--- config.mk ---
export PLATFORM = sky130hd
export DESIGN_NAME = tkfv_cell
export DESIGN_NICKNAME = d
export VERILOG_FILES = /design/src/rtl/tkfv_pkg.sv /design/src/rtl/tkfv_cell.sv
export SDC_FILE = /design/constraint.sdc
export NUM_CORES = 1
export LEC_CHECK = 0
export BUFFER_PORTS_ARGS = -buffer_cell sky130_fd_sc_hd__buf_2
export CAP_MARGIN = 15
export CORE_MARGIN = 1
export CORE_UTILIZATION = 35
export DETAILED_ROUTE_END_ITERATION = 8
export PLACE_DENSITY_LB_ADDON = 0.12
export SLEW_MARGIN = 30
export SYNTH_ARGS = -nofsm -noshare
export SYNTH_HDL_FRONTEND = slang
export SYNTH_SLANG_ARGS = --single-unit
--- constraint.sdc ---
create_clock -name clk -period 14.62 [get_ports clk]
set_input_delay 4.386 -clock clk [delete_from_list [all_inputs] [get_ports clk]]
set_output_delay 4.386 -clock clk [all_outputs]
set_load 0.01 [all_outputs]
--- src/rtl/tkfv_pkg.sv ---
// Package with the sizes, payload types and cell control types of the frequent-values unit.
`timescale 1ns / 1ps
`default_nettype none
package tkfv_pkg;

  localparam int TABLE_DEPTH = 256;
  localparam int MAX_TOP     = 64;

  localparam int VAL_W  = 32;
  localparam int CNT_W  = 16;
  localparam int TOP_W  = 7;
  localparam int IDX_W  = $clog2(TABLE_DEPTH);
  localparam int USED_W = IDX_W + 1;
  localparam int N_W    = $clog2(MAX_TOP + 1);
  localparam int CMP_W  = (USED_W > N_W) ? USED_W : N_W;

  typedef struct packed {
    logic signed [VAL_W-1:0] sample_value;
    logic                    set_end;
  } tkfv_in_t;

  typedef struct packed {
    logic signed [VAL_W-1:0] top_value;
    logic [CNT_W-1:0]        occurrences;
    logic                    final_result;
    logic                    table_overflow;
  } tkfv_out_t;

  // Contents of one cell, also what a cell hands to its neighbor on a rotate.
  typedef struct packed {
    logic                    valid;
    logic                    taken;
    logic signed [VAL_W-1:0] value;
    logic [CNT_W-1:0]        count;
  } tkfv_cell_t;

  // Broadcast from the controller to every cell.
  typedef struct packed {
    logic                    clear;
    logic                    sample;
    logic                    hit_any;
    logic signed [VAL_W-1:0] sample_value;
    logic                    rotate;
    logic                    mark;
    logic [IDX_W-1:0]        mark_idx;
  } tkfv_ctrl_t;

endpackage
`default_nettype wire

--- src/rtl/tkfv_cell.sv ---
// One table cell: holds a value, its count and flags, and shifts toward the chain head on rotate.
`timescale 1ns / 1ps
`default_nettype none
module tkfv_cell (
  input  wire logic                      clk,
  input  wire logic                      rst_n,
  input  wire tkfv_pkg::tkfv_ctrl_t      ctrl,
  input  wire logic [tkfv_pkg::IDX_W-1:0] cell_idx,
  input  wire logic                      prev_valid,
  input  wire tkfv_pkg::tkfv_cell_t      next_cell,
  output tkfv_pkg::tkfv_cell_t           cell_q,
  output logic                           hit
);
  import tkfv_pkg::*;

  tkfv_cell_t cell_r;
  tkfv_cell_t cell_nxt;

  assign hit    = cell_r.valid && (cell_r.value == ctrl.sample_value);
  assign cell_q = cell_r;

  always_comb begin
    cell_nxt = cell_r;
    if (ctrl.clear) begin
      cell_nxt.valid = 1'b0;
      cell_nxt.taken = 1'b0;
    end else if (ctrl.sample) begin
      if (hit) begin
        if (cell_r.count != {CNT_W{1'b1}}) begin
          cell_nxt.count = cell_r.count + 1'b1;
        end
      end else if (!cell_r.valid && prev_valid && !ctrl.hit_any) begin
        // Cells fill in order, so the first free cell is the one after the last valid one.
        cell_nxt.valid = 1'b1;
        cell_nxt.taken = 1'b0;
        cell_nxt.value = ctrl.sample_value;
        cell_nxt.count = {{(CNT_W-1){1'b0}}, 1'b1};
      end
    end else if (ctrl.rotate) begin
      cell_nxt = next_cell;
    end else if (ctrl.mark && (ctrl.mark_idx == cell_idx)) begin
      cell_nxt.taken = 1'b1;
    end
  end

  always_ff @(posedge clk) begin
    if (!rst_n) begin
      cell_r.valid <= 1'b0;
      cell_r.taken <= 1'b0;
    end else begin
      cell_r.valid <= cell_nxt.valid;
      cell_r.taken <= cell_nxt.taken;
    end
    cell_r.value <= cell_nxt.value;
    cell_r.count <= cell_nxt.count;
  end

endmodule
`default_nettype wire

# Yosys cells after proc, flatten, opt, wreduce, memory -nomap -nowiden
# Index checks and enable logic that the tools add are counted.
# W data, S select, Z words.
dict set report totals {
  ff_bits 50
  out_inout_bits 51
}
dict set report op_classes {
  addsub 1
  n_eq_ne 7
  mux 9
  bitwise 2
  reduce_logical 13
}
# op count
set ops {}
lappend ops {{$mux W50} 2}
lappend ops {{$mux W48} 1}
lappend ops {{$mux W34} 1}
lappend ops {{$eq A32 B32 Y1} 1}
lappend ops {{$mux W16} 2}
lappend ops {{$add A16 B1 Y16 const B} 1}
lappend ops {{$ne A16 B16 Y1 const B} 1}
lappend ops {{$eq A8 B8 Y1} 1}
lappend ops {{$reduce_and A4 Y1} 2}
lappend ops {{$reduce_and A3 Y1} 2}
lappend ops {{$logic_and A1 B1 Y1} 4}
lappend ops {{$mux W1} 3}
lappend ops {{$ne A3 B1 Y1 const B} 1}
lappend ops {{$ne A3 B2 Y1 const B} 1}
lappend ops {{$reduce_bool A3 Y1} 1}
lappend ops {{$logic_not A1 Y1} 2}
lappend ops {{$ne A2 B1 Y1 const B} 1}
lappend ops {{$ne A2 B2 Y1 const B} 1}
lappend ops {{$not A1 Y1} 2}
lappend ops {{$reduce_bool A2 Y1} 1}
lappend ops {{$reduce_or A2 Y1} 1}

# Logic depth before layout (Yosys ltp)
# Gate-level depths: netlist of the first run.
dict set report logic_depth {
  depth_word 6
  depth_mapped 6
}

# Worst setup path after synthesis of the first run
# OpenSTA, ideal clock, no wires.
dict set report synth_path {
  kind {input to output}
  startpoint {input ctrl[20] (netlist name)}
  endpoint {output hit}
  arrival_time_ns 5.365
  required_ns 10.234
  slack_ns 4.869
  stages 6
  n_path_buf 1
  cell_sequence {xnor2_1 > nand4_1 > nor4_2 > nand3_2 > buf_6 > inv_1}
}
dict set report synth_between {
  elab_chain_len 2
}
# element line_no
set synth_rtl {}
lappend synth_rtl {{from (decl)} tkfv_cell.sv:7} ;# input wire tkfv_pkg::tkfv_ctrl_t ctrl,
lappend synth_rtl {{$eq A32 B32 Y1} tkfv_cell.sv:19} ;# assign hit = cell_r.valid && (cell_r.value == ctrl.sample_value);
lappend synth_rtl {{$logic_and A1 B1 Y1} tkfv_cell.sv:19}
lappend synth_rtl {{to (decl)} tkfv_cell.sv:12} ;# output logic hit
# Every way passes these cells.

# Worst setup path after layout of the first run
dict set report layout_path {
  startpoint {input ctrl[38] (netlist name)}
  endpoint {output hit}
}
# The elaborated chain is that of the path after synthesis.

==> results.md, run 1 <==
- Setup WS post-layout: 4.37 ns
- Buf/Inv on CP: 3
- Max Cap Viol: 0
- Pwr dens: approximately 80 nW/um^2
- RSZ-0062 raised after global routing: false
- Worst Hold Class: register to register
- Hold endpoint: cell_q[48]
- Worst path most repeated cell: buf_2
- Die Y: 93.2 um
- Hold WS: 0.527 ns
- Count of cell types in the netlist: 29
- Clock sinks: 50
- Root Buffer: clkbuf_8
- Worst VDD drop: 0.0000384 V
- Cell Chain, Critical Path: buf_2, xnor2_1, nand4_1, nor4_2, nand3_2, inv_1, buf_2
- Required @ worst endpoint: 10.23 ns
- Max reg flops: 50
- Placement Setup Slack: between 4 and 5 ns
- CTS tree: done
- Starting Density: roughly 37%
- Fin crit share: 70.1%
- Syn_nets: 342
- Die area: about 8700 um^2
- Post-layout nets: between 400 and 500
- Relative max-transition margin: 57.4%
- Filler Cell Count: 776
- Final Slew Violations: 0
- Drt first pass iters: 4
- Worst path slowest cell: nor4_2
- Outcome: finished clean
- Max incr delay on CP: roughly 0.4 ns
- DRT antenna net count: 0
- Placer Congestion: 0.733
- Area contributors post-synth: edfxtp_1, mux2_2, xnor2_1, xor2_1, o2bb2ai_1
- Final Non-Filler Cells: 495
- Wire per inst: 14.5 um
- Die X: 93.2 um
- Async SR Flop Fraction: 0%
- Overall Power: between 300 and 400 uW
- Setup CP Type: input pin to primary output
- Maximum clock path buffer count: 2
- Worst Skew: 0.00763 ns
- Worst skew pair latency: 0.30 ns
- Mapped Avg Cell Area: 12.4 um^2
- FF+latch count, synth: 50
- GRT overflow: 0
- Inst Count DP: 487
- Reg2Reg Depth: 5
- Ys flop type: edfxtp_1
- Leakage Power: roughly 1.6 nW
- Synth area leader: edfxtp_1
- Antenna diode count: 0
- Ports: roughly 160
- Initial drt markers: 45
- TNS Setup: 0 ns
- Sequential share of the synthesized area: about half
- Startpoint Class: input pin
- Max H-tree Level: 2
- Overall routing resource usage: 16.8%
- Count leader, synth: edfxtp_1
- Crit path DAT: 5.86 ns
- Post-route cell area: ~3900 um^2
- CP Max Fanout: 18
- Worst-path clk slew: 0.09 ns
- Final setup vio count: 0
- Synthesized cell area: 2910 um^2
- Worst Setup End Kind: primary output
- TritonCTS Buffers: 5
- Hold wc startpoint: cell_q[48]
- Launch point of the worst reg-to-reg path: cell_q[27]
- Hpwl dp: approximately 5400 um
- Placed cell areas: 3800 um^2
- Largest net degree at the start of global routing: 54
- Residual DRC count: 0
- Post-synth EDFFs: 48
- Top-area cell type share of the netlist area: 49.6%
- First-pass GRT wire length: 11,400 um
- Area Growth Syn to Fin: 33.5%
- Drt via density: just under 5
- Total number of vias: 2,419
- Commonest cells post-synth: edfxtp_1, xnor2_1, mux2_2
- Routed wire length: 7200 um
- Fin. Hold Viols: 0
- Core area: roughly 7900 um^2
- Reg-to-reg setup timing slack: 12.07 ns
- Layout cells sized above 1: 51.7%
- Post-layout utilization of the core: between 40 and 50%
- I/O Buffers: about 160
- Crit path max-delay family: simple AND/OR/NAND/NOR gates
- Vias in the first global route: 2,412
- Post-CTS Hold Buffers: 0
- Reg-to-reg endpoint: cell_q[2]
- Post_cts resized: 0
- Yosys warnings: 0
- Cell count after synthesis: 235
- Antenna violations before repair: 0
- Worst-Margin Slew: ~0.64 ns
- F_max: 0.0976 GHz
- Fin crit period: roughly 10 ns
- Hold path depth: 2
- Number of post-CTS setup repair buffers: 0
- # rows: 32
-- cells by family (layout without fill, tap and decap cells) --
kind of cell / Yosys count / after routing / synth area share [%]
fa+ha+maj: 1 / 1 / 0.430
flops: 50 / 50 / 50.9
simple gates: 61 / 61 / 11.1
mux: 33 / 33 / 12.8
compound gates: 22 / 22 / 6.33
buf+inv: 14 / 172 / 2.11
xor+xnor: 54 / 54 / 16.3
-- routing by layer --
layer,vias to the layer above,track usage [%],share of wire (%)
met4,0,4.36,1.0
met5,-,0,0
met2,91,29.1,49
met3,6,4.31,6.8
li1,1186,-,-
met1,1136,20.6,43
-- power by group --
part,switching (mW),internal [mW],total (mW)
Combinational,0.0274,0.0317,0.0591
Clock,0.0478,0.0329,0.0808
Sequential,0.00547,0.166,0.172
Total,0.0807,0.231,0.312
-- worst reg2reg max path, cell delays in order, from the launching register on --
cell and delay (ns):
edfxtp_1 0.43, xnor2_1 0.18, nand4_1 0.17, nor4_2 0.40, nand3_2 0.39, mux2_2 0.63
-- how the worst max path moves through the flow --
stage | start | to | depth (start not counted)
2_1_floorplan | ctrl[20] | hit | 6
3_3_place_gp | ctrl[21] | hit | 7
3_5_place_dp | ctrl[38] | hit | 7
4_1_cts | ctrl[21] | hit | 7
5_1_grt | ctrl[21] | hit | 7
6_report | ctrl[38] | hit | 7
-- final cells by class --
class,count,area [um^2],area share (%)
tap,102,128,3.29
timing repair buffer,158,796,20.5
inverter,6,22.5,0.580
clock inverter,3,16.3,0.419
multi-input combinational,171,1370,35.3
clock buffer,5,68.8,1.77
sequential,50,1480,38.2
-- layout by cell type (no fill, tap or decap), drive strengths merged --
cell type and instances:
a21oi 2, nor4 7, dfxtp 2, nand4 11, mux2 33, inv 5, nand3 6, nor2 8
nor3 5, nand2 19, o2bb2ai 13, buf 158, edfxtp 48, nor4b 2, clkbuf 5, a41o 1
clkinv 3, nor3b 1, clkinvlp 1, nand2b 1, xor2 19, o31a 2, o31ai 3, o22a 1
xnor2 35, and3 1, ha 1
Power figures use the tool's default switching activity.
==> inputs of run 2 (changes only) <==
--- a/config.mk
+++ b/config.mk
@@ -5,6 +5,7 @@
 export SDC_FILE = /design/constraint.sdc
 export NUM_CORES = 1
 export LEC_CHECK = 0
+export ABC_AREA = 1
 export BUFFER_PORTS_ARGS = -buffer_cell sky130_fd_sc_hd__buf_2
 export CAP_MARGIN = 15
 export CORE_MARGIN = 1
==> constraint.sdc (replaced) <==
create_clock -name clk -period 9.6 [get_ports clk]
set_input_delay 2.88 -clock clk [delete_from_list [all_inputs] [get_ports clk]]
set_output_delay 2.88 -clock clk [all_outputs]
set_load 0.01 [all_outputs]
==> run 2 against run 1 <==
  * Cell area increased by 14%
  * Critical path depth unchanged
  * Non-clock buffer count unchanged
  * Routed wire length increased by 33%
  * Hold slack got worse by 0.043 ns
  * Area after synthesis increased by 17%
==> results.md, run 2 <==
- Outcome: finished clean
- Die Y: 101 um (+8.1%)
- GRT overflow: 0 (unchanged)
- Internal power: 348 uW (+51%)
- Initial drt markers: 178 (+300%)
- Most frequent cells in the layout: nand2_1, buf_2, inv_1, edfxtp_1, nor2_1
- Overall routing resource usage: 19.0% (+2.3 points)
- Register area: 1480 um^2 (unchanged)
- Placed cell areas: 4330 um^2 (+14%)
- Leakage Power: 2.23 nW (+39%)
- DRT antenna net count: 0 (unchanged)
- Fin crit period: approximately 7 ns
- # rows: 35 (+9.4%)
- Post-CTS Hold Buffers: 0 (unchanged)
- Pwr dens: 110 nW/um^2 (+38%)
- Root Buffer: clkbuf_8
- Placer Congestion: 0.849 (+16%)
- Max Cap Viol: 0 (unchanged)
- Drt first pass iters: 4 (unchanged)
- Switching part of the total power: 28.5% (+2.6 points)
- Max reg flops: 50 (unchanged)
- Filler Cell Count: 988 (+27%)
- Count of cell types in the netlist: 30 (+3.4%)
- F_max: 0.144 GHz
- Drt via density: 4.63 (-5.3%)
- Ys flop type: edfxtp_1
- Die area: 10,100 um^2 (+17%)
- Total number of vias: 3,466 (+43%)
- Worst Hold Class: register to register
- Post_cts resized: 0 (unchanged)
- Overall Power: 487 uW (+56%)
- Ports: 157 (unchanged)
- Async SR Flop Fraction: 0% (unchanged)
- Count leader, synth: nand2_1
- Clock power share: 25.2% (-0.7 points)
- Fin. Hold Viols: 0 (unchanged)
- Number of post-CTS setup repair buffers: 0 (unchanged)
- TNS Setup: 0 ns (unchanged)
- CTS tree: done
- Vias in the first global route: 3,238 (+34%)
- Yosys warnings: 0 (unchanged)
- Worst-path clk slew: 0.09 ns (about the same)
- Antenna violations before repair: 0 (unchanged)
- Area of the multi-input gates: 1620 um^2 (+18%)
- Routed wire length: 9540 um (+33%)
- Top-area cell type share of the netlist area: 42.3% (-7.3 points)
- Flop pwr share: 53.7% (-1.4 points)
- Mapped Avg Cell Area: 7.35 um^2 (-41%)
- Maximum clock path buffer count: 2 (unchanged)
- P_sw: 139 uW (+72%)
- Max H-tree Level: 2 (unchanged)
- Required @ worst endpoint: 6.72 ns (-3.51 ns)
- Core area: 9330 um^2 (+18%)
- Largest net degree at the start of global routing: 72 (+33%)
- Sequential share of the synthesized area: 43.4% (-7.5 points)
- Post-synth EDFFs: 48 (unchanged)
- Clock sinks: 50 (unchanged)
- Antenna diode count: 0 (unchanged)
- CP Max Fanout: 3 (-15)
- Layout cells sized above 1: 31.1% (-21 points)
- TritonCTS Buffers: 5 (unchanged)
- RSZ-0062 raised after global routing: false
- Worst VDD drop: 0.0000550 V (+43%)
- Setup CP Type: input pin to primary output
- FF+latch count, synth: 50 (unchanged)
- Area contributors post-synth: edfxtp_1, nand2_1, inv_1, o21ai_0, nor2_1
- Final setup vio count: 0 (unchanged)
- Starting Density: 36.6% (-0.30 points)
- Worst Skew: 0.00424 ns (-0.00339 ns)
- Wire per inst: 12.7 um (-12%)
- Crit path DAT: 4.07 ns (-1.79 ns)
- Commonest cells post-synth: nand2_1, inv_1, edfxtp_1
- Worst skew pair latency: 0.30 ns (about the same)
- Final Slew Violations: 0 (unchanged)
- Synthesized cell area: 3410 um^2 (+17%)
- Synth area leader: edfxtp_1
- Post-route cell area: 4410 um^2 (+14%)
- Cell count after synthesis: 464 (+97%)
- Die X: 101 um (+8.1%)
- Syn_nets: 571 (+67%)
- First-pass GRT wire length: 15,200 um (+33%)
- Startpoint Class: input pin
- Residual DRC count: 0 (unchanged)
- Worst Setup End Kind: primary output
- Most common cell after layout, fill and taps aside: nand2_1
- Comb pwr share: 21.1% (+2.1 points)
- Relative max-transition margin: 56.7% (-0.71 points)
- Hold WS: 0.485 ns (-0.0425 ns)
- Worst-Margin Slew: 0.650 ns (+0.0106 ns)
- Hpwl dp: 7510 um (+39%)
- Fin crit share: 72.4%
- Post-layout utilization of the core: 47.3% (-2.0 points)
- Area Growth Syn to Fin: 29.3%
- I/O Buffers: 156 (unchanged)
- Post-layout nets: 726 (+45%)
## run 2: cell count changes after synthesis, moves of 13 or more
cell	previous run	this run
inv_1	5	68
xnor2_1	35	13
o21ai_0	0	31
mux2_2	33	0
nor2_1	8	35
nand2_1	19	165
o2bb2ai_1	13	0
## run 2: cells by family after synthesis
family                   count (synthesis)  synth area share (%)
AO/OA/AOI/OAI                           49                  8.55
XOR/XNOR                                22                  5.65
adder cells (fa/ha/maj)                  1                 0.367
buffers and inverters                   81                  9.17
flip-flops                              50                  43.4
AND/OR/NAND/NOR                        261                  32.8
## run 2: power by group through the flow
stage / registers (mW) / logic [mW] / clock network, mW
after CTS: 0.261 / 0.104 / 0.129
after floorplan: 0.270 / 0.0513 / 0
final: 0.261 / 0.103 / 0.123
after detailed placement: 0.266 / 0.104 / 0
after global placement: 0.266 / 0.102 / 0
after global routing: 0.263 / 0.117 / 0.134
## run 2: area by class of cell
cell class / instances / area share, %
inverter: 71 / 6.10
tap: 129 / 3.66
clock buffer: 8 / 1.82
timing repair buffer: 158 / 18.0
sequential: 50 / 33.6
multi-input combinational: 333 / 36.8
## run 2: stage by stage
step                setup slack, ns  cells
finish                         2.65    749
global route                   2.59    749
CTS                            2.71    749
detailed placement             2.71    741
global placement               2.71    741
floorplan                      3.15    464
## run 2: path summary, 6_finish.rpt
kind,start,to,slack (ns),cells past startpoint
worst max-delay path,ctrl[15],hit,2.65,7
worst min-delay path,cell_q[48],cell_q[48],0.48,2
worst max register to register,cell_q[22],cell_q[1],7.57,12
worst min register to register,cell_q[48],cell_q[48],0.48,2
## run 2: per-layer routing
metal | wire (um) | up-vias | share of wire (%) | GRT usage [%]
met5 | 0 | - | 0 | 0
li1 | - | 1792 | - | -
met2 | 4180 | 127 | 44 | 29.3
met4 | 94 | 0 | 0.99 | 4.24
met3 | 653 | 6 | 6.8 | 3.40
met1 | 4620 | 1541 | 48 | 27.7
## run 2: worst max-delay path: stages
cell,delay (ns)
buf_2,0.11
nand2_1,0.11
nand2_1,0.07
nor4_1,0.38
nand4_1,0.21
nor2_1,0.15
buf_2,0.15
==> inputs of run 3 (changes only) <==
==> constraint.sdc (replaced) <==
create_clock -name clk -period 6 [get_ports clk]
set_input_delay 1.8 -clock clk [delete_from_list [all_inputs] [get_ports clk]]
set_output_delay 1.8 -clock clk [all_outputs]
set_load 0.01 [all_outputs]
==> run 3 against run 2 <==
  * Cell count fell by 0.13%
  * Sequential power rose by 60%
  * Core utilization barely moved
  * Clock skew rose by 0.0065 ns
  * Critical path depth did not move
  * Combinational power rose by 59%
  * Power rose by 59%
  * Hold slack improved by 0.0075 ns
  * Clock power rose by 55%
  * First-iteration DRC count fell by 12%
  * Count of clock-buffer cells in the layout fell by 1
  * Highest routed layer unchanged
==> results.md, run 3 (same netlist as run 2, synthesis figures left out) <==
- Most frequent cells in the layout: nand2_1, buf_2, inv_1, edfxtp_1, nor2_1
- Starting Density: 36.6% (unchanged)
- Max H-tree Level: 2 (unchanged)
- Root Buffer: clkbuf_8
- Overall routing resource usage: 18.8% (-0.24 points)
- Area of the multi-input gates: 1620 um^2 (unchanged)
- Max reg flops: 50 (unchanged)
- Register area: 1480 um^2 (unchanged)
- Fin. Hold Viols: 0 (unchanged)
- Crit path DAT: 3.01 ns (-1.06 ns)
- Worst-Margin Slew: 0.668 ns (+0.0181 ns)
- Antenna violations before repair: 0 (unchanged)
- Cell Chain, Critical Path: buf_2, nand2_1, nand2_1, nor4_1, nand4_1, nor2_1, buf_2
- Filler Cell Count: 1,007 (+1.9%)
- Initial drt markers: 156 (-12%)
- Reg2Reg Depth: 12 (unchanged)
- Outcome: finished clean
- Worst skew pair latency: 0.30 ns (about the same)
- Most common cell after layout, fill and taps aside: nand2_1
- F_max: 0.208 GHz
- GRT overflow: 0 (unchanged)
- Worst VDD drop: 0.0000851 V (+55%)
- Worst Skew: 0.0107 ns (+0.00650 ns)
- Drt via density: 4.56 (-1.5%)
- Vias in the first global route: 3,167 (-2.2%)
- TritonCTS Buffers: 5 (unchanged)
- Die area: 10,100 um^2 (unchanged)
- Number of post-CTS setup repair buffers: 0 (unchanged)
- Max Cap Viol: 0 (unchanged)
- Crit path max-delay family: simple AND/OR/NAND/NOR gates
- Pwr dens: 176 nW/um^2 (+59%)
- Final Non-Filler Cells: 748 (-0.13%)
- Worst-path clk slew: 0.08 ns (about the same)
- Area Growth Syn to Fin: 29.2% (about the same)
- Maximum clock path buffer count: 2 (unchanged)
- I/O Buffers: 156 (unchanged)
- Worst Setup End Kind: primary output
- Clock sinks: 50 (unchanged)
- Drt first pass iters: 4 (unchanged)
- Wire per inst: 12.6 um (-0.78%)
- Routed wire length: 9460 um (-0.91%)
- Reg-to-reg endpoint: cell_q[8]
- Worst path slowest cell: nor4_1
- Antenna diode count: 0 (unchanged)
- Final setup vio count: 0 (unchanged)
- Fin crit period: 4.81 ns
- Hpwl dp: 7550 um (+0.46%)
- Setup WS post-layout: 1.19 ns (-1.46 ns)
- TNS Setup: 0 ns (unchanged)
- Layout cells sized above 1: 31.2% (+0.050 points)
- Die Y: 101 um (unchanged)
- Critical path depth: 7 (unchanged)
- Required @ worst endpoint: 4.20 ns (-2.52 ns)
- Crit. Startpoint: ctrl[15]
- First-pass GRT wire length: 14,900 um (-1.7%)
- Inst Count DP: 741 (unchanged)
- Max incr delay on CP: 0.40 ns (+0.02 ns)
- Total number of vias: 3,411 (-1.6%)
- Relative max-transition margin: 55.5% (-1.2 points)
- # rows: 35 (unchanged)
- Final Slew Violations: 0 (unchanged)
- Placement Setup Slack: 1.28 ns (-1.43 ns)
- Leakage Power: 2.22 nW (about the same)
- DRT antenna net count: 0 (unchanged)
- Core area: 9330 um^2 (unchanged)
- Fin crit share: between 80 and 90%
- Post_cts resized: 0 (unchanged)
- Reg-to-reg setup timing slack: 3.95 ns (-3.62 ns)
- RSZ-0062 raised after global routing: false
- Die X: 101 um (unchanged)
- Largest net degree at the start of global routing: 72 (unchanged)
- Buf/Inv on CP: 2 (unchanged)
- Crit path to: hit
- Post-CTS Hold Buffers: 0 (unchanged)
- Hold WS: 0.492 ns (+0.00747 ns)
- Placer Congestion: 0.849 (unchanged)
- Worst Hold Class: register to register
- CTS tree: done
- Launch point of the worst reg-to-reg path: cell_q[22]
- Setup CP Type: input pin to primary output
- Post-layout nets: 726 (unchanged)
- Startpoint Class: input pin
- CP Max Fanout: 3 (unchanged)
- Ports: 157 (unchanged)
- Residual DRC count: 0 (unchanged)
==> run 3: changes by cell type in the layout (fill, tap and decap cells not counted) <==
cell / before / now
clkbuf_1: 3 / 2
==> run 3: how the worst min path moves through the flow <==
stage          cells after the start  startpoint  slack, ns          to
3_5_place_dp                       2  cell_q[48]       0.48  cell_q[48]
3_3_place_gp                       2  cell_q[48]       0.46  cell_q[48]
6_report                           2  cell_q[48]       0.49  cell_q[48]
2_1_floorplan                      2  cell_q[48]       0.49  cell_q[48]
5_1_grt                            2  cell_q[48]       0.53  cell_q[48]
4_1_cts                            2  cell_q[48]       0.49  cell_q[48]
==> run 3: metrics by stage <==
| step | total power [mW] | utilization, % | area, um^2 |
|---|---|---|---|
| after floorplan | 0.514 | - | 3410 |
| after CTS | 0.784 | 47.2 | 4410 |
| after detailed placement | 0.592 | 46.4 | 4330 |
| after global placement | 0.590 | 46.4 | 4330 |
| final | 0.773 | 47.2 | 4410 |
| after global routing | 0.814 | 47.2 | 4410 |
==> run 3: layout make-up <==
class	instances	area share, %
Inverter	71	6.11
Timing Repair Buffer	158	18.1
Tap cell	129	3.66
Sequential cell	50	33.6
Clock buffer	7	1.73
Multi-Input combinational cell	333	36.8
==> run 3: worst reg2reg max path, stage by stage (launching register included) <==
cell	delay (ns)
edfxtp_1	0.43
nand2_1	0.09
nand2_1	0.13
nor2_1	0.13
nand2_1	0.08
nor2_1	0.12
nand2_1	0.09
nor2_4	0.14
nand2_1	0.08
nand2_1	0.06
nand2_1	0.05
nor2_1	0.09
buf_4	0.25
==> run 3: routing by layer <==
metal	up-vias	wire length, um	global-route usage (%)
met1	1484	4530	26.7
li1	1789	-	-
met3	5	763	3.47
met2	133	4090	29.8
met5	-	0	0
met4	0	63	3.90
==> run 3: where the power goes <==
part / internal (mW) / switching, mW
Combinational: 0.0694 / 0.0950
Sequential: 0.405 / 0.0136
Clock: 0.0808 / 0.110
Total: 0.555 / 0.219
